**config.mk**
```make
export PLATFORM = sky130hd
export DESIGN_NAME = umsd_div
export DESIGN_NICKNAME = d
export VERILOG_FILES = /design/src/hdl/umsd_pkg.sv /design/src/hdl/umsd_div.sv
export SDC_FILE = /design/constraint.sdc
export NUM_CORES = 1
export LEC_CHECK = 0
export BUFFER_PORTS_ARGS = -buffer_cell sky130_fd_sc_hd__buf_2
export CAP_MARGIN = 20
export CORE_ASPECT_RATIO = 1.75
export CORE_MARGIN = 8
export CORE_UTILIZATION = 55
export CTS_CLUSTER_SIZE = 28
export DETAILED_ROUTE_END_ITERATION = 6
export PLACE_DENSITY = 0.93
export RECOVER_POWER = 100
export SKIP_LAST_GASP = 1
export SLEW_MARGIN = 20
export SYNTH_ARGS = -nofsm -noshare
export SYNTH_HDL_FRONTEND = slang
export SYNTH_SLANG_ARGS = --single-unit
```
**constraint.sdc**
```tcl
create_clock -name clock -period 7.5 [get_ports clock]
set_input_delay 1.5 -clock clock [delete_from_list [all_inputs] [get_ports clock]]
set_output_delay 1.5 -clock clock [all_outputs]
set_load 0.02 [all_outputs]
```
**src/hdl/umsd_pkg.sv**
```systemverilog
// Shared types and constants for the unwrapped mean squared displacement block.
// Holds the beat payload structs, register indexes, status codes and a saturating add.
// No dependencies.
package umsd_pkg;

   localparam int COORD_W  = 32;
   localparam int SQ_W     = 64;
   localparam int MSD_W    = 48;
   localparam int CNT_W    = 15;
   localparam int LAG_W    = 8;
   localparam int WIN_W    = 8;
   localparam int BOX_W    = 31;
   localparam int PC_W     = 7;
   localparam int STAT_W   = 2;
   localparam int ADDR_W   = 4;
   localparam int DATA_W   = 32;
   localparam int FRAC_W   = 16;
   localparam int DIV_ITER = 64;
   localparam int CNT_MAX  = 32767;

   localparam logic CMD_LOAD  = 1'b0;
   localparam logic CMD_QUERY = 1'b1;

   localparam logic [STAT_W-1:0] ST_OK    = 2'd0;
   localparam logic [STAT_W-1:0] ST_BAD   = 2'd1;
   localparam logic [STAT_W-1:0] ST_RANGE = 2'd2;

   localparam logic [1:0] REG_BOX    = 2'd0;
   localparam logic [1:0] REG_WSTART = 2'd1;
   localparam logic [1:0] REG_WEND   = 2'd2;
   localparam logic [1:0] REG_PCOUNT = 2'd3;

   localparam logic [PC_W-1:0]  PC_RESET = 7'd1;
   localparam logic [SQ_W-1:0]  SUM_MAX  = {SQ_W{1'b1}};
   localparam logic [MSD_W-1:0] MSD_MAX  = {MSD_W{1'b1}};

   typedef struct packed {
      logic                      command;
      logic signed [COORD_W-1:0] pos_x;
      logic signed [COORD_W-1:0] pos_y;
      logic signed [COORD_W-1:0] pos_z;
      logic                      active;
      logic [LAG_W-1:0]          lag;
   } req_type;

   typedef struct packed {
      logic [LAG_W-1:0]  lag_echo;
      logic [MSD_W-1:0]  msd;
      logic [CNT_W-1:0]  sample_count;
      logic [STAT_W-1:0] status;
   } rsp_type;

   typedef struct packed {
      logic wr_en;
      logic wr_unwrap;
   } lane_ctl_type;

   function automatic logic [SQ_W-1:0] sat_add(input logic [SQ_W-1:0] a,
                                               input logic [SQ_W-1:0] b);
      logic [SQ_W:0] s;
      s = {1'b0, a} + {1'b0, b};
      return s[SQ_W] ? SUM_MAX : s[SQ_W-1:0];
   endfunction

endpackage

```
**src/hdl/umsd_div.sv**
```systemverilog
// Restoring divider, one quotient bit per cycle over a 64-bit dividend.
// Uses umsd_pkg.
module umsd_div
   import umsd_pkg::*;
#(
   parameter int DW = 15
) (
   input  logic            clock,
   input  logic            reset,
   input  logic            start,
   input  logic [SQ_W-1:0] dividend,
   input  logic [DW-1:0]   divisor,
   output logic            done,
   output logic [SQ_W-1:0] quotient
);

   localparam int IW = $clog2(DIV_ITER);

   logic            busy_ff, done_ff;
   logic [IW-1:0]   iter_ff;
   logic [SQ_W-1:0] quo_ff;
   logic [DW-1:0]   rem_ff, div_ff;
   logic [DW:0]     trial, diffv;
   logic            ge;

   always_comb begin
      trial = {rem_ff, quo_ff[SQ_W-1]};
      diffv = trial - {1'b0, div_ff};
      ge    = trial >= {1'b0, div_ff};
   end

   always_ff @(posedge clock) begin
      if (reset) begin
         busy_ff <= 1'b0;
         done_ff <= 1'b0;
         iter_ff <= '0;
      end else begin
         done_ff <= 1'b0;
         if (start) begin
            busy_ff <= 1'b1;
            iter_ff <= '0;
         end else if (busy_ff) begin
            iter_ff <= iter_ff + IW'(1);
            if (iter_ff == IW'(DIV_ITER - 1)) begin
               busy_ff <= 1'b0;
               done_ff <= 1'b1;
            end
         end
      end
   end

   always_ff @(posedge clock) begin
      if (start) begin
         quo_ff <= dividend;
         rem_ff <= '0;
         div_ff <= divisor;
      end else if (busy_ff) begin
         quo_ff <= {quo_ff[SQ_W-2:0], ge};
         rem_ff <= ge ? diffv[DW-1:0] : trial[DW-1:0];
      end
   end

   assign done     = done_ff;
   assign quotient = quo_ff;

endmodule

```
# --- Yosys cells after proc, flatten, opt, wreduce, memory -nomap -nowiden ---
# Cells that the tools add are included.
word_totals:
  register_bits: 102
op_classes:
  reduce_logical: 3
  n_bitwise: 1
  order_cmp: 1
  n_mux: 7
  n_eq_ne: 1
  add_sub_neg: 2
op_table:
  columns: ["cell", "n"]
  rows:
  - ["$mux W64", 2]
  - ["$ge A16 B15 Y1", 1]
  - ["$mux W15", 1]
  - ["$sub A15 B15 Y15", 1]
  - ["$add A6 B1 Y6 const B", 1]
  - ["$eq A6 B6 Y1 const B", 1]
  - ["$mux W1", 4]
  - ["$reduce_or A3 Y1", 1]
  - ["$reduce_bool A2 Y1", 1]
  - ["$reduce_or A2 Y1", 1]
  - ["$not A1 Y1", 1]

# --- Depth between registers and ports, before layout ---
# Gate-level depths: netlist of run 1.
depth:
  ltp_word: 4
  ltp_mapped: 11
  mapped_depth_nobuf: 10

# --- Least setup slack after synthesis of run 1 ---
# OpenSTA, ideal clock, no wires.
synth_path:
  kind: "input to register"
  startpoint: "in start"
  endpoint: "reg rem_ff[13]"
  setup_time_ns: 0.115
  path_slack_ns: 3.816
  t_arrival_ns: 3.568
  n_path_buf: 1
  cell_stages: 5
  required_ns: 7.385
  cell_sequence: "clkbuf_1 inv_1 nand2_1 o22ai_1 a31o_1"
synth_rtl:
  columns: ["item", "line", "text"]
  rows:
  - ["from (decl)", "umsd_div.sv:10", "input logic start,"]
  - ["to (signal assigned)", "umsd_div.sv:59", "rem_ff <= ge ? diffv[DW-1:0] : trial[DW-1:0];"]
  - ["to (decl)", "umsd_div.sv:22", "logic [DW-1:0] rem_ff, div_ff;"]

# --- Worst setup path after layout of run 1 ---
layout_path:
  startpoint: "in start"
  endpoint: "reg quo_ff[9] (netlist: quotient[9]), enable pin"
layout_between:
  elab_chain_cells: 1
layout_rtl:
  columns: ["item", "line", "text"]
  rows:
  - ["$reduce_bool A2 Y1 (no line)", null, null]
  - ["to (signal assigned)", "umsd_div.sv:54", "quo_ff <= dividend;"]
  - ["to (signal assigned)", "umsd_div.sv:58", "quo_ff <= {quo_ff[SQ_W-2:0], ge};"]
  - ["to (decl)", "umsd_div.sv:21", "logic [SQ_W-1:0] quo_ff;"]
# Every way passes these cells.
# A chain may end at the register's enable or synchronous reset.

==> impl_metrics.py, run 1 <==
metrics = {
    "setup_path": {
        "endpoint_kind": "flip-flop",
        "arrival_ps": 5030,
        "ff2ff_path_depth": 11,
        "path_max_fanout": 64,
        "path_depth": 4,
        "cp.required_ps": 7450,
        "crit_slowest_cell": "clkbuf_1",
        "cp-start-kind": "input port",
        "max_stage_delay_ps": 1590,
        "path_class": "in2reg",
        "worst-path-buf-inv": 3,
        "cp_cell_sequence": "clkbuf_1, inv_1, nand2_1, clkbuf_2",
        "crit_family": "buffers and inverters",
    },
    "die": {
        "core_mm2": 0.00867,
        "ioPinCount": 147,
        "die_w_um": 87.4,
        "die_height_um": 141,
        "dieArea_mm2": 0.0123,
        "start_util": 0.566,
        "num_rows": 45,
    },
    "clock_tree": {
        "cts.sinks": 102,
        "max-clock-path-buffers": 2,
        "clk_latency_ps": 350,
        "ctsHoldBuffers": 0,
        "cts_setup_buffers": 0,
        "cts_buffers": 9,
        "path_clk_slew_ps": 70,
        "cts_tree": "done",
        "clockRootBuffer": "clkbuf_16",
        "cts_resized": 0,
        "htreeDepth": 3,
    },
    "sta": {
        "final_hold_viol_count": 0,
        "tightestPinTransition_ps": 2290,
        "fmax_mhz": 197,
        "setup_tns_ps": 0,
        "setup_violations": 0,
        "rsz0062_at_grt": "no",
        "drv_slew": 110,
        "min_period_ps": 5080,
        "period_share": 0.677,
        "slew_headroom": -0.524,
        "skew_ps": 5.45,
    },
    "synthesis": {
        "ys_seq_area_frac": 0.577,
        "synth-async-reset-ratio": 0,
        "synth_edf_count": 79,
        "synth_flop_cell": "edfxtp_1",
        "syn-mean-instance-area_um2": 13.1,
        "ys_ff_latch": 102,
        "synthCells": 374,
        "synth_cell_type_count": 43,
        "synth_nets": 473,
        "synthesis.area_mm2": 0.00491,
        "yosys_warnings": 0,
    },
    "route": {
        "ant_nets": 0,
        "wl_per_cell_um": 21.7,
        "route.detailed.drc": 0,
        "top_layer_used": "met4",
        "drt_iter0_markers": 329,
        "met1_length_um": 4650,
        "viasPerCell": 5.89,
        "first_pass_iters": 5,
        "dr_total_vias": 3767,
        "met3_length_um": 1240,
        "wl_um": 13900,
        "dr_wl_met2_um": 7560,
    },
    "global_routing": {
        "grt_pass1_vias": 4150,
        "grt_max_degree": 65,
        "track_usage": 0.233,
        "grt_pass1_wl_um": 21600,
        "grt_overflow": 0,
        "grt_antenna_before_repair": 0,
    },
    "power": {
        "p_leak_nw": 2.40,
        "p_total_mw": 1.46,
        "powerDensity_mw_per_mm2": 246,
        "ir_drop_uv": 251,
    },
    "layout": {
        "area_delta_synth_final_pct": 20.7,
        "final_cell_mix": "80 x buf_2, 79 x edfxtp_1, 68 x clkbuf_1",
        "regArea_mm2": 0.00283,
        "drive_above_1_share": 0.300,
        "instances_no_fill": 640,
        "nFillCells": 617,
        "final_util": 0.683,
        "final_common_cell": "buf_2",
        "diodes": 0,
        "multi_input_area_mm2": 0.00191,
        "nNetsFinal": 617,
    },
    "outcome": {
        "violations": "max-capacitance violations, max-slew violations",
        "status": "complete, but fails checks",
    },
    "hold_path": {
        "hold_path_class": "reg2reg",
        "min_delay_path_depth": 2,
    },
    "flow_run": {
        "cap_violations": 2,
    },
    "place": {
        "port_buffers": 146,
        "gp_congestion": 0.873,
        "dp_cells": 624,
        "hpwl_um": 9700,
    },
}
power by group:
part	leakage [nW]	switching (mW)	internal, mW
Sequential	0.979	0.0348	0.675
Clock	0.136	0.207	0.235
Combinational	1.28	0.185	0.120
cells by family (layout without fill, tap and decap cells):
kind of cell    Yosys count  after routing  share of synthesized area
flops                   102            102                      0.577
fa+ha+maj                17             17                     0.0449
buf+inv                  40            189                     0.0321
xor+xnor                 12             12                     0.0214
simple gates             65             65                     0.0609
compound gates           62             62                     0.0918
mux                      76             76                      0.172
final timing paths:
| check | start | to | slack [ps] |
|---|---|---|---|
| hold reg to reg | rem_ff[2] | rem_ff[2] | 510 |
| setup reg to reg | quotient[63] | rem_ff[0] | 3380 |
| setup / recovery | start | quotient[9] | 2420 |
| hold / removal | rem_ff[2] | rem_ff[2] | 510 |
synthesized netlist by cell type (4+ instances only):
cell type	n	area, µm²
nand4_1	5	31.3
nor3_1	4	20.0
xnor2_1	7	61.3
nor2_1	30	113
o21a_1	7	52.6
nand2_1	8	30.0
a21o_1	6	45.0
mux2_2	59	664
and3_1	4	25.0
dfxtp_1	23	460
ha_1	16	200
nand3_1	6	30.0
xor2_1	5	43.8
mux2_1	7	78.8
a21oi_1	11	55.1
inv_1	23	86.3
mux2i_1	10	100
o21ai_0	6	30.0
a211oi_1	11	82.6
clkbuf_1	11	41.3
edfxtp_1	79	2370
state kept, by name (all words and copies together) (netlist names):
signal,count
quotient,64
div_ff,15
rem_ff,15
iter_ff,6
busy_ff,1
done,1
cell type report:
type,count,share of cell area
Multi-Input combinational cell,232,0.323
Tap cell,117,0.0247
Inverter,23,0.0146
Clock inverter,5,0.00549
Clock buffer,11,0.0410
Sequential cell,102,0.478
Timing Repair Buffer,150,0.113
routing by layer:
layer  vias up  track usage
met5         -            0
met4         0        0.118
met3        32       0.0960
met2       212        0.410
met1      1838        0.224
li1       1685            -
metrics by stage:
step,hold WS [ps],area (µm²),setup slack [ps]
final,513,5930,2420
after global routing,533,5930,2090
after CTS,514,6020,4080
after detailed placement,502,5750,4120
after global placement,462,5750,4240
after floorplan,454,4910,3820
worst register-to-register path, delay by kind of cell (launching register included):
kind,cells,cell delay [ps]
simple gates,1,200
flops,1,360
fa+ha+maj,2,640
mux,1,380
buf+inv,2,690
compound gates,5,1730
No activity file was read; power rests on OpenSTA's default activity.
==> run 2: changes to the inputs <==
--- a/config.mk
+++ b/config.mk
@@ -9,10 +9,10 @@
 export CAP_MARGIN = 20
 export CORE_ASPECT_RATIO = 1.75
 export CORE_MARGIN = 8
-export CORE_UTILIZATION = 55
+export CORE_UTILIZATION = 47
 export CTS_CLUSTER_SIZE = 28
 export DETAILED_ROUTE_END_ITERATION = 6
-export PLACE_DENSITY = 0.93
+export PLACE_DENSITY = 0.86
 export RECOVER_POWER = 100
 export SKIP_LAST_GASP = 1
 export SLEW_MARGIN = 20
==> constraint.sdc (replaced) <==
create_clock -name clock -period 4.5 [get_ports clock]
set_input_delay 0.9 -clock clock [delete_from_list [all_inputs] [get_ports clock]]
set_output_delay 0.9 -clock clock [all_outputs]
set_load 0.02 [all_outputs]
==> run 2 against run 1 <==
- the run still ends with max-capacitance violations, max-slew violations left
- via count shrank 5.2%
- first-iteration DRC count shrank 19%
- sequential share of layout area shrank 0.42 points
- wire length shrank 13%
- largest power group unchanged
- worst hold slack gained 2.1 ps
- non-clock buffer count grew 1
- final cell count grew 1.7%
- core utilization shrank 10 points
- die area grew 14%
- clock power grew 82%
- global-route usage shrank 5.7 points
- highest routed layer unchanged
==> impl_metrics.py, run 2 (synthesis gave the netlist of run 1 again) <==
metrics = {
    "setup_path": {
        "r2r-end": "rem_ff[12]",
        "worstReg2RegStart": "quotient[63]",
        "path_max_fanout": 13,
        "max_stage_delay_ps": 540,
        "path_class": "reg2reg",
        "endpoint_kind": "flip-flop",
        "cp_cell_sequence": "inv_1, ha_1, fa_1, nand2b_1, a21oi_1, a41oi_1, o21ba_1, o31ai_1, clkbuf_1, mux2_1, o21a_1",
        "ff2ff_path_depth": 11,
        "cp-startpoint": "quotient[63]",
        "crit_end": "rem_ff[12]",
        "cp.required_ps": 4740,
        "cp-start-kind": "flip-flop",
        "crit_slowest_cell": "clkbuf_1",
        "arrival_ps": 3450,
        "r2r_slack_ps": 1290,
    },
    "power": {
        "p_leak_nw": 2.41,
        "powerDensity_mw_per_mm2": 414,
        "ir_drop_uv": 270,
        "p_total_mw": 2.48,
    },
    "route": {
        "route.detailed.drc": 0,
        "viasPerCell": 5.49,
        "wl_per_cell_um": 18.7,
        "dr_total_vias": 3572,
        "first_pass_iters": 4,
        "drt_iter0_markers": 265,
        "ant_nets": 0,
        "wl_um": 12200,
    },
    "die": {
        "die_w_um": 93.3,
        "start_util": 0.479,
        "num_rows": 49,
        "ioPinCount": 147,
        "core_mm2": 0.0102,
        "dieArea_mm2": 0.0141,
        "die_height_um": 151,
    },
    "sta": {
        "drv_slew": 66,
        "min_period_ps": 3210,
        "fmax_mhz": 311,
        "period_share": 0.713,
        "setup_tns_ps": 0,
        "slew_headroom": -0.0505,
        "setup_slack_ps": 1290,
        "skew_ps": 6.50,
        "rsz0062_at_grt": "no",
        "final_hold_viol_count": 0,
        "tightestPinTransition_ps": 1580,
        "setup_violations": 0,
        "hold_slack_ps": 515,
    },
    "global_routing": {
        "grt_max_degree": 66,
        "track_usage": 0.176,
        "grt_antenna_before_repair": 0,
        "grt_pass1_vias": 3932,
        "grt_pass1_wl_um": 19200,
        "grt_overflow": 0,
    },
    "clock_tree": {
        "path_clk_slew_ps": 70,
        "cts_buffers": 9,
        "cts_resized": 0,
        "clockRootBuffer": "clkbuf_16",
        "max-clock-path-buffers": 2,
        "htreeDepth": 3,
        "cts_setup_buffers": 0,
        "ctsHoldBuffers": 0,
        "cts_tree": "done",
        "cts.sinks": 102,
        "clk_latency_ps": 350,
    },
    "layout": {
        "final_util": 0.584,
        "diodes": 0,
        "area_delta_synth_final_pct": 21.8,
        "largest_reg_flops": 64,
        "final_cell_mix": "79 x edfxtp_1, 79 x buf_2, 69 x clkbuf_1",
        "finalInstanceArea_mm2": 0.00598,
        "drive_above_1_share": 0.303,
        "nNetsFinal": 618,
        "instances_no_fill": 651,
    },
    "place": {
        "place_ws_ps": 1650,
        "gp_congestion": 0.823,
        "port_buffers": 146,
        "hpwl_um": 9200,
        "dpl_cell_area_mm2": 0.00577,
        "dp_cells": 635,
    },
    "flow_run": {
        "cap_violations": 1,
    },
    "outcome": {
        "status": "complete, but fails checks",
        "violations": "max-capacitance violations, max-slew violations",
    },
    "hold_path": {
        "hold_path_class": "reg2reg",
    },
}
run 2: critical path: cells and delay by family, from the launching register on:
kind	cells	cell delay, ps
muxes	1	390
and+or+nand+nor	1	200
adders and majority gates	2	630
DFF	1	340
AOI/OAI and AO/OA	5	970
buffers and inverters	2	590
run 2: worst min path at each step:
stage	to	cells after the start	start
finish	rem_ff[9]	2	rem_ff[9]
CTS	rem_ff[9]	2	rem_ff[9]
global route	rem_ff[6]	2	rem_ff[6]
floorplan	iter_ff[5]	2	iter_ff[5]
global placement	iter_ff[5]	2	iter_ff[5]
detailed placement	rem_ff[9]	2	rem_ff[9]
run 2: power breakdown:
part | total [mW] | switching (mW) | internal (mW)
Clock | 0.803 | 0.361 | 0.442
Combinational | 0.498 | 0.298 | 0.200
Sequential | 1.18 | 0.0519 | 1.12
run 2: final cells by class:
type / count / area [µm²]
flip-flops and latches: 102 / 2830
clock inverters: 6 / 77.6
inverters: 23 / 86.3
fillers: 833 / 4260
repair buffers: 151 / 678
clock buffers: 10 / 229
well taps: 127 / 159
multi-input cells: 232 / 1920
run 2: metal layers:
metal,vias to the layer above,global-route usage,share of wire
met3,41,0.0531,0.058
met4,0,0.0957,0.042
li1,1684,-,-
met5,-,0,0
met2,130,0.313,0.55
met1,1717,0.178,0.35
