$ cat config.mk
export PLATFORM = sky130hd
export DESIGN_NAME = umsd_merge
export DESIGN_NICKNAME = d
export VERILOG_FILES = /design/src/hdl/umsd_pkg.sv /design/src/hdl/umsd_merge.sv
export SDC_FILE = /design/constraint.sdc
export NUM_CORES = 1
export LEC_CHECK = 0
export BUFFER_PORTS_ARGS = -buffer_cell sky130_fd_sc_hd__buf_2
export CORE_MARGIN = 4
export CORE_UTILIZATION = 47
export CTS_BUF_LIST = sky130_fd_sc_hd__clkbuf_4
export CTS_CLUSTER_SIZE = 14
export DETAILED_ROUTE_END_ITERATION = 8
export GPL_TIMING_DRIVEN = 0
export PLACE_DENSITY = 0.68
export REMOVE_ABC_BUFFERS = 1
export SETUP_SLACK_MARGIN = 0.02
export SLEW_MARGIN = 15
export SYNTH_ARGS = -nofsm -noshare
export SYNTH_HDL_FRONTEND = slang
export SYNTH_SLANG_ARGS = --single-unit
$ cat constraint.sdc
create_clock -name clock -period 6.6 [get_ports clock]
set_input_delay 0.66 -clock clock [delete_from_list [all_inputs] [get_ports clock]]
set_output_delay 0.66 -clock clock [all_outputs]
set_load 0.1 [all_outputs]
$ cat src/hdl/umsd_pkg.sv
// Shared types and constants for the unwrapped mean squared displacement block.
// Holds the beat payload structs, register indexes, status codes and a saturating add.
// No dependencies.
package umsd_pkg;

   localparam int COORD_W  = 32;
   localparam int SQ_W     = 64;
   localparam int MSD_W    = 48;
   localparam int CNT_W    = 15;
   localparam int LAG_W    = 8;
   localparam int WIN_W    = 8;
   localparam int BOX_W    = 31;
   localparam int PC_W     = 7;
   localparam int STAT_W   = 2;
   localparam int ADDR_W   = 4;
   localparam int DATA_W   = 32;
   localparam int FRAC_W   = 16;
   localparam int DIV_ITER = 64;
   localparam int CNT_MAX  = 32767;

   localparam logic CMD_LOAD  = 1'b0;
   localparam logic CMD_QUERY = 1'b1;

   localparam logic [STAT_W-1:0] ST_OK    = 2'd0;
   localparam logic [STAT_W-1:0] ST_BAD   = 2'd1;
   localparam logic [STAT_W-1:0] ST_RANGE = 2'd2;

   localparam logic [1:0] REG_BOX    = 2'd0;
   localparam logic [1:0] REG_WSTART = 2'd1;
   localparam logic [1:0] REG_WEND   = 2'd2;
   localparam logic [1:0] REG_PCOUNT = 2'd3;

   localparam logic [PC_W-1:0]  PC_RESET = 7'd1;
   localparam logic [SQ_W-1:0]  SUM_MAX  = {SQ_W{1'b1}};
   localparam logic [MSD_W-1:0] MSD_MAX  = {MSD_W{1'b1}};

   typedef struct packed {
      logic                      command;
      logic signed [COORD_W-1:0] pos_x;
      logic signed [COORD_W-1:0] pos_y;
      logic signed [COORD_W-1:0] pos_z;
      logic                      active;
      logic [LAG_W-1:0]          lag;
   } req_type;

   typedef struct packed {
      logic [LAG_W-1:0]  lag_echo;
      logic [MSD_W-1:0]  msd;
      logic [CNT_W-1:0]  sample_count;
      logic [STAT_W-1:0] status;
   } rsp_type;

   typedef struct packed {
      logic wr_en;
      logic wr_unwrap;
   } lane_ctl_type;

   function automatic logic [SQ_W-1:0] sat_add(input logic [SQ_W-1:0] a,
                                               input logic [SQ_W-1:0] b);
      logic [SQ_W:0] s;
      s = {1'b0, a} + {1'b0, b};
      return s[SQ_W] ? SUM_MAX : s[SQ_W-1:0];
   endfunction

endpackage

$ cat src/hdl/umsd_merge.sv
// Merge stage: adds the three axis squares with saturation and accumulates
// the running sum and sample count of one query. Uses umsd_pkg.
module umsd_merge
   import umsd_pkg::*;
#(
   parameter int CW = 15
) (
   input  logic            clock,
   input  logic            reset,
   input  logic            clear,
   input  logic            in_valid,
   input  logic [SQ_W-1:0] sq_x,
   input  logic [SQ_W-1:0] sq_y,
   input  logic [SQ_W-1:0] sq_z,
   output logic [SQ_W-1:0] sum,
   output logic [CW-1:0]   count,
   output logic            busy
);

   logic            v1_ff, v2_ff;
   logic [SQ_W-1:0] xy_ff, z_ff, d2_ff, sum_ff;
   logic [CW-1:0]   count_ff;

   always_ff @(posedge clock) begin
      if (reset) begin
         v1_ff <= 1'b0;
         v2_ff <= 1'b0;
      end else begin
         v1_ff <= in_valid;
         v2_ff <= v1_ff;
      end
   end

   always_ff @(posedge clock) begin
      xy_ff <= sat_add(sq_x, sq_y);
      z_ff  <= sq_z;
      d2_ff <= sat_add(xy_ff, z_ff);
   end

   always_ff @(posedge clock) begin
      if (reset || clear) begin
         sum_ff   <= '0;
         count_ff <= '0;
      end else if (v2_ff) begin
         sum_ff   <= sat_add(sum_ff, d2_ff);
         count_ff <= count_ff + CW'(1);
      end
   end

   assign sum   = sum_ff;
   assign count = count_ff;
   assign busy  = v1_ff | v2_ff;

endmodule

Word level (Yosys, flattened, before mapping)

Index checks and enable logic that the tools add are counted.

Bits in registers: 273
Latch bits: 0
Memory bits (writable): 0
ROM bits: 0
Memories: 0

Add/subtract/negate cells: 4
Multiply operators: 0
Divide/modulo/power cells: 0
$lt $le $gt $ge: 0
Eq/ne operators: 0
Shift operators: 0
Mux-type cells: 1
Bitwise operators: 1
Reduce and logical (&&, ||, !) cells: 1

Operator list:

| cell                  | number |
|---|---|
| $add 64x64->65        | 3 |
| $mux 64               | 1 |
| $add 15x1->15 const B | 1 |
| $logic_or 1x1->1      | 1 |
| $or 1x1->1            | 1 |

Depth between registers and ports, before layout

Gate-level depths: netlist of the first run.

Word-level depth: 2
Depth in mapped cells: 14
Gate-level depth less buffers: 12

Worst setup path after synthesis of the first run

No wires, ideal clock.

Path kind: reg-to-reg
From: register sum_ff[0] (netlist: sum[0])
To: register sum_ff[41] (netlist: sum[41])
Library setup time: 0.124 ns
Data arrival time: 3.469 ns
Data required time: 6.476 ns
Setup slack: 3.007 ns
Stages on the path, launching flop included: 15
Path buffers: 3
Clock period less this slack: 3.593 ns
Path through: dfxtp_1 ha_1 fa_1 a21oi_1 o21ai_0 a311oi_1 a211oi_1 o311ai_1 a21oi_1 o21ai_1 and2_1 buf_2 buf_4 buf_4 a21oi_1

Cells in the longest elaborated chain, start to end: 2

RTL lines:

| item                   | line             | source |
|---|---|---|
| start, declared        | umsd_merge.sv:21 | `logic [SQ_W-1:0] xy_ff, z_ff, d2_ff, sum_ff;` |
| start signal, assigned | umsd_merge.sv:45 | `sum_ff <= sat_add(sum_ff, d2_ff);` |
| $add 64x64->65         | umsd_pkg.sv:61   | `s = {1'b0, a} + {1'b0, b};` |
| $mux 64                | umsd_pkg.sv:62   | `return s[SQ_W] ? SUM_MAX : s[SQ_W-1:0];` |

No other way between the ends.
A chain may end at the register's enable or synchronous reset.

Worst setup path in the final report of the first run

From: register sum_ff[0] (netlist: sum[0])
To: register sum_ff[5] (netlist: sum[5])

Same word-level chain as after synthesis.

==> results of run 1 <==
## critical path, cell delays in order, from the launching register on
cell and delay, ns:
dfxtp_1 0.32, ha_1 0.24, fa_1 0.41, a21oi_1 0.27
o21ai_0 0.18, a311oi_1 0.50, a211oi_1 0.18, o311ai_1 0.52
a21oi_1 0.19, o21ai_1 0.22, and2_2 0.60, buf_12 0.27
inv_1 0.11, o221a_2 0.25
## logic make-up after synthesis
logic type	Yosys count	synth area share (%)
AO/OA/AOI/OAI	838	29.0
XOR/XNOR	181	8.49
adder cells (fa/ha/maj)	196	13.3
buffers and inverters	178	4.17
flip-flops	273	29.3
multiplexers	4	0.228
AND/OR/NAND/NOR	612	15.6
## per-stage QoR
| stage | hold WS (ns) | instances | total power [mW] | setup WS (ns) | utilization [%] |
|---|---|---|---|---|---|
| after floorplan | 0.429 | 2172 | 4.38 | 2.07 | - |
| final | 0.0678 | 3100 | 6.63 | 2.19 | 54.5 |
| after detailed placement | 0.444 | 2970 | 5.12 | 2.04 | 52.1 |
| after global placement | 0.450 | 2965 | 5.08 | 0.998 | 51.8 |
| after global routing | 0.0243 | 3100 | 7.15 | 1.88 | 54.5 |
| after CTS | 0.0128 | 3096 | 6.66 | 2.14 | 54.5 |
## area by class of cell
| cell class | instances | area, sq um | area share, % |
|---|---|---|---|
| sequential | 273 | 5470 | 25.8 |
| multi-input combinational | 1831 | 12400 | 58.6 |
| inverter | 68 | 255 | 1.20 |
| antenna | 4 | 10.0 | 0.0472 |
| clock buffer | 105 | 788 | 3.72 |
| clock inverter | 21 | 138 | 0.649 |
| timing repair buffer | 280 | 1470 | 6.91 |
| tap | 518 | 648 | 3.06 |
## synthesized netlist by cell type (all sizes together) (13+ instances only)
cell      n  share of area, %
nand3    29              0.78
o31ai    13              0.55
a21o    100               4.0
nand4    66               2.2
and2     14              0.47
o21a     24              0.97
a31oi    18              0.68
a21oi   306               8.3
nor2b    13              0.44
o21bai   56               2.3
buf      28               1.1
o21ai   189               5.2
nor3     23              0.64
a211oi   23               1.1
clkbuf   82               1.7
inv      68               1.4
xor2     76               3.6
xnor2   105               4.9
nand2b   17              0.57
nor2    103               2.1
and3     26              0.87
nand2   273               5.5
dfxtp   273                29
ha      193                13
## worst max-delay path by stage
stage | end | startpoint | depth (start not counted) | slack [ns]
global placement | sum[5] | sum[0] | 12 | 1.0
floorplan | sum[5] | sum[0] | 12 | 2.07
finish | sum[5] | sum[0] | 13 | 2.19
detailed placement | xy_ff[0] | sq_x[0] | 15 | 2.04
CTS | sum[5] | sum[0] | 13 | 2.14
global route | sum[5] | sum[0] | 13 | 1.88
## sequential cells by signal, summed over array words and instances (netlist names)
name	flops
count	15
v2_ff	1
v1_ff	1
z_ff	64
xy_ff	64
d2_ff	64
sum	64
## layer usage
metal / vias to the layer above / part of all wire, % / global-route usage, %
li1: 8859 / - / -
met1: 7854 / 50 / 32.9
met2: 505 / 43 / 35.7
met3: 73 / 5.2 / 3.39
met4: 4 / 1.9 / 6.16
met5: - / 0.027 / 0
## power by group through the flow
stage	sequential [mW]	combinational, mW	clock, mW
6_report	2.07	3.06	1.49
5_1_grt	2.10	3.42	1.64
4_1_cts	2.07	3.04	1.55
3_5_place_dp	2.11	3.02	0
3_3_place_gp	2.11	2.98	0
2_1_floorplan	2.10	2.29	0
==> summary.txt, run 1 <==
Power
  – Gate power share: 46.2%
  – Int Pwr: 3.91 mW
  – Leak: 9.86 nW
  – Worst IR Drop VDD: 0.000101 V
  – Clock share of power: 22.5%
  – Power Density: 312 nW/um^2
  – Net Sw Frac: 40.9%
  – Sw power: 2.71 mW
  – Sequential power share: 31.3%

Critical path
  – Critical path launch point type: flop
  – Origin of the critical flop-to-flop path: sum[0]
  – Worst reg2reg endpoint: sum[5]
  – Crit path kind: reg -> reg
  – Crit path DAT: 5.04 ns
  – Worst path required time: 7.23 ns
  – Worst Reg-to-Reg Cells: 13
  – Crit-path max FO: 34
  – Critical Path End Type: flop
  – R2R setup slack: 2.19 ns

Logic synthesis
  – Cells after Synth: 2282
  – Post-synthesis cell area: 18700 sq um
  – Mean Syn Cell Area: 8.18 sq um
  – Top FF cell, synth: dfxtp_1
  – Seq/Total Area, Yosys: 29.3%
  – Yosys warns: 0
  – Synth cell types: 92
  – Flop and latch count out of synthesis: 273
  – Post-synth EDFFs: 0
  – Async set-reset flop share out of synthesis: 0%

Timing
  – Setup violators final: 0
  – Slew @ Worst Pin: 0.820 ns
  – RSZ-0062 raised after global routing: no
  – Relative slew slack: 43.9%
  – Slew Viols, Final: 0
  – Fmax: 227 MHz
  – Min Tclk post-route: 4.41 ns
  – Final worst-path cycle share: 66.9%
  – Layout Skew: 0.0764 ns
  – Final Hold Fails: 0
  – Setup TNS: 0 ns

Clock tree
  – Post-CTS Hold Fix Bufs: 0
  – CTS Buf Count: 71
  – Clock Tree Root: clkbuf_4
  – Clock buffer depth: 3
  – CTS Sinks: 273
  – Post-CTS sizing: 0
  – Worst-Skew Late Latency: 0.73 ns
  – H-tree levels: 3
  – Worst-path clk slew: 0.07 ns
  – CTS tree: done
  – Setup Buffers After CTS: 0

Worst hold path
  – Hold path depth: 1
  – Hold path startpoint: sq_z[61]
  – HP Class: in -> reg
  – Hold Path Sink: z_ff[61]

Routing
  – Number of routed nets with antenna violations: 0
  – DR vias: 17.3k
  – DR vias/cell: 5.58
  – Remaining DRCs: 0
  – Initial drt markers: 1281
  – Detailed Route WL: 51.5 mm
  – DR WL/cell: 16.6 microns
  – DR pass1 iterations: 5

Placed design
  – Detail Placement HPWL: 41.5 mm
  – IO buf count: 275
  – Post-place instance area: 20300 sq um
  – Gpl congestion: 0.900

GRT
  – Vias in the first global route: 16.9k
  – GRT overflow: 0
  – All-Layer GR Usage: 22.8%
  – Wire length of the first global-routing pass: 84.3 mm
  – Initial antenna violation count: 6
  – Largest net degree at the start of global routing: 72

Floorplan
  – IO Pins: 276
  – Core Area: 38900 sq um
  – Die Height: 207 microns
  – Initial Utilization: 48.0%
  – Die Wd: 207 microns
  – Die area: 43000 sq um
  – Row cnt: 72

Cells and area
  – Fin nets: 2917
  – Most frequent cells in the layout: a21oi_1 (302), buf_2 (275), nand2_1 (272), dfxtp_1 (272), ha_1 (193)
  – P&R area growth vs syn: 13.7%
  – Fin area: 21200 sq um
  – Share of post-route cells with drive strength above 1: 17.7%
  – FILL cells: 3796
  – Most common cell after layout, fill and taps aside: a21oi_1

Run status
  – Status: finished, final reports clean

Flow run
  – Max Cap Viol: 0
Power figures use the tool's default switching activity.
==> run 2, diff against run 1 <==
- ABC_AREA: default -> 1
- PLACE_DENSITY: 0.68 -> 0.69
- clock period: 6.6 -> 3.9 ns (I/O delays scaled with it)
==> summary.txt, run 2 <==
Logic synthesis
  – Seq/Total Area, Yosys: 23.1% (was 29.3%)
  – Synth area leader: dfxtp_1 (unchanged)
  – Post-synth EDFFs: 0 (unchanged)
  – Async set-reset flop share out of synthesis: 0% (unchanged)
  – Count leader, synth: nand2_1 (was a21oi_1)
  – Synth top area cells: dfxtp_1 (23%), nand2_1 (21%), inv_1 (12%) (was dfxtp_1 (29%), ha_1 (13%), a21oi_1 (8.1%))
  – Post-synthesis cell area: 23600 sq um (was 18700 sq um)
  – Flop and latch count out of synthesis: 273 (unchanged)
  – Synth cell types: 36 (was 92)
  – Yosys warns: 0 (unchanged)
  – Cells after Synth: 4085 (was 2282)
  – Yosys top cell area share: 23.1% (was 29.3%)
  – Mean Syn Cell Area: 5.79 sq um (was 8.18 sq um)
  – Top FF cell, synth: dfxtp_1 (unchanged)
  – Synth cell count leaders: nand2_1 (1323), inv_1 (730), nor2_1 (570) (was a21oi_1 (302), dfxtp_1 (273), nand2_1 (272))

Timing
  – Setup violators final: 0 (unchanged)
  – RSZ-0062 raised after global routing: no (unchanged)
  – Fmax: 275 MHz (was 227 MHz)
  – Slew @ Worst Pin: 0.822 ns (was 0.820 ns)
  – Min Tclk post-route: 3.64 ns (was 4.41 ns)
  – Relative slew slack: 45.2% (was 43.9%)
  – Min Hold Slack: 0.0615 ns (was 0.0678 ns)
  – Layout Skew: 0.0628 ns (was 0.0764 ns)
  – Slew Viols, Final: 0 (unchanged)
  – Final Hold Fails: 0 (unchanged)
  – Final worst-path cycle share: 93.2% (was 66.9%)

Run status
  – Status: finished, final reports clean (unchanged)

Placed design
  – Post-place instance area: 25700 sq um (was 20300 sq um)
  – DP Cell Count: 4992 (was 2970)
  – Detail Placement HPWL: 75.3 mm (was 41.5 mm)
  – Gpl congestion: 0.969 (was 0.900)
  – IO buf count: 275 (unchanged)

Clock tree
  – Clock buffer depth: 3 (unchanged)
  – Worst-path clk slew: 0.07 ns (about the same)
  – CTS Buf Count: 70 (was 71)
  – H-tree levels: 3 (unchanged)
  – Clock Tree Root: clkbuf_4 (unchanged)
  – Worst-Skew Late Latency: 0.76 ns (was 0.73 ns)
  – CTS tree: done (unchanged)
  – CTS Sinks: 273 (unchanged)

Power
  – Gate power share: 51.9% (was 46.2%)
  – Clock share of power: 19.8% (was 22.5%)
  – Leak: 14.9 nW (was 9.86 nW)
  – Sequential power share: 28.3% (was 31.3%)
  – Total Power: 12.3 mW (was 6.63 mW)
  – Net Sw Frac: 47.3% (was 40.9%)
  – Worst IR Drop VDD: 0.000185 V (was 0.000101 V)
  – Sw power: 5.83 mW (was 2.71 mW)
  – Int Pwr: 6.51 mW (was 3.91 mW)
  – Power Density: 452 nW/um^2 (was 312 nW/um^2)

Routing
  – DR WL/cell: 17.2 microns (was 16.6 microns)
  – DR vias: 26.2k (was 17.3k)
  – Number of routed nets with antenna violations: 0 (unchanged)
  – Initial drt markers: 1623 (was 1281)
  – DR vias/cell: 5.05 (was 5.58)
  – DR pass1 iterations: 7 (was 5)
  – Remaining DRCs: 0 (unchanged)
  – Detailed Route WL: 89.0 mm (was 51.5 mm)

Floorplan
  – Die Height: 232 microns (was 207 microns)
  – IO Pins: 276 (unchanged)
  – Die area: 54000 sq um (was 43000 sq um)
  – Die Wd: 232 microns (was 207 microns)
  – Row cnt: 81 (was 72)
  – Initial Utilization: 47.9% (was 48.0%)
  – Core Area: 49400 sq um (was 38900 sq um)

Cells and area
  – Share of post-route cells with drive strength above 1: 9.34% (was 17.7%)
  – Fin nets: 4862 (was 2917)
  – Fin area: 27300 sq um (was 21200 sq um)
  – Layout Cells excl Fill: 5185 (was 3100)
  – Most frequent cells in the layout: nand2_1 (1323), inv_1 (730), nor2_1 (569) (was a21oi_1 (302), buf_2 (275), nand2_1 (272), dfxtp_1 (272), ha_1 (193))
  – Most common cell after layout, fill and taps aside: nand2_1 (was a21oi_1)
  – FILL cells: 5339 (was 3796)
  – P&R area growth vs syn: 15.4% (was 13.7%)

Critical path
  – Origin of the critical flop-to-flop path: sum[0] (unchanged)
  – Worst reg2reg endpoint: sum[46] (was sum[5])
  – CP Launch Point: sum[0] (unchanged)
  – Critical Path End Type: flop (unchanged)
  – Crit path DAT: 4.28 ns (was 5.04 ns)
  – Worst path required time: 4.54 ns (was 7.23 ns)
  – Crit path kind: reg -> reg (unchanged)
  – CP endpoint: sum[46] (was sum[5])
  – Worst Reg-to-Reg Cells: 14 (was 13)
  – R2R setup slack: 0.26 ns (was 2.19 ns)
  – Crit-path max FO: 41 (was 34)
  – Critical path launch point type: flop (unchanged)

GRT
  – Initial antenna violation count: 4 (was 6)
  – Largest net degree at the start of global routing: 72 (unchanged)
  – GRT overflow: 0 (unchanged)
  – Wire length of the first global-routing pass: 135 mm (was 84.3 mm)
  – Vias in the first global route: 25.4k (was 16.9k)
  – All-Layer GR Usage: 32.2% (was 22.8%)

Flow run
  – Max Cap Viol: 0 (unchanged)

Worst hold path
  – HP Class: in -> reg (unchanged)
[run 2: how the worst min path moves through the flow]
stage                       start  depth (start not counted)  slack, ns       end
after floorplan             v1_ff                          2       0.41     v2_ff
after global placement      v1_ff                          2       0.43     v2_ff
after detailed placement    v1_ff                          2       0.42     v2_ff
after CTS                 sq_y[1]                          4      0.007  xy_ff[1]
after global routing      sq_y[1]                          4       0.07  xy_ff[1]
final                     sq_y[1]                          4       0.06  xy_ff[1]
[run 2: area by class of cell]
class | count | area (sq um) | area share (%)
Timing Repair Buffer | 350 | 2210 | 8.09
Sequential cell | 273 | 5470 | 20.0
Clock inverter | 30 | 173 | 0.633
Antenna cell | 1 | 2.50 | 0.00917
Multi-Input combinational cell | 3045 | 15200 | 55.6
Clock buffer | 92 | 691 | 2.53
Inverter | 730 | 2740 | 10.0
Tap cell | 664 | 831 | 3.04
[run 2: what timing repair did]
action | CTS | global route
endpoints found under the setup margin | 1 | 0
buffers inserted | 0 | 0
resized for setup | 1 | 0
hold buffers | 70 | 0
hold endpoints to repair | 69 | 0
[run 2: worst max-delay path, stage by stage, from the launching register on]
cell and delay (ns):
dfxtp_1 0.34, ha_1 0.25, fa_1 0.48, nand3_1 0.14
nand3_2 0.15, nand2_1 0.10, nand2_1 0.14, nand2_1 0.10
nand2_1 0.14, nand3_1 0.13, nand3_1 0.12, nand2_2 0.47
nand2_4 0.47, nor2_1 0.37, nor2_1 0.07
[run 2: through the flow]
step	util, %	worst slack, ns	setup TNS (ns)
2_1_floorplan	-	0.900	0
3_3_place_gp	51.8	-2.08	-124.30
3_5_place_dp	52.1	0.0272	0
4_1_cts	55.3	0.361	0
5_1_grt	55.3	0.119	0
6_report	55.3	0.264	0
[run 2: metal layers]
metal  GRT usage [%]  share of wire, %
met2            56.5                47
met4            19.7               6.8
met1            38.3                41
met5               0                 0
met3            2.55               4.9
[run 2: logic make-up after synthesis]
logic type,after synthesis,share of synthesized area (%)
adder cells (fa/ha/maj),196,10.5
flip-flops,273,23.1
buffers and inverters,767,12.7
XOR/XNOR,98,3.63
AND/OR/NAND/NOR,2279,39.2
AO/OA/AOI/OAI,472,10.9
[run 2: power groups by stage]
| stage | Sequential [mW] | Clock, mW | Combinational, mW |
|---|---|---|---|
| 2_1_floorplan | 3.53 | 0 | 4.38 |
| 3_3_place_gp | 3.54 | 0 | 6.18 |
| 3_5_place_dp | 3.54 | 0 | 6.23 |
| 4_1_cts | 3.48 | 2.49 | 6.32 |
| 5_1_grt | 3.52 | 2.65 | 7.17 |
| 6_report | 3.49 | 2.44 | 6.41 |
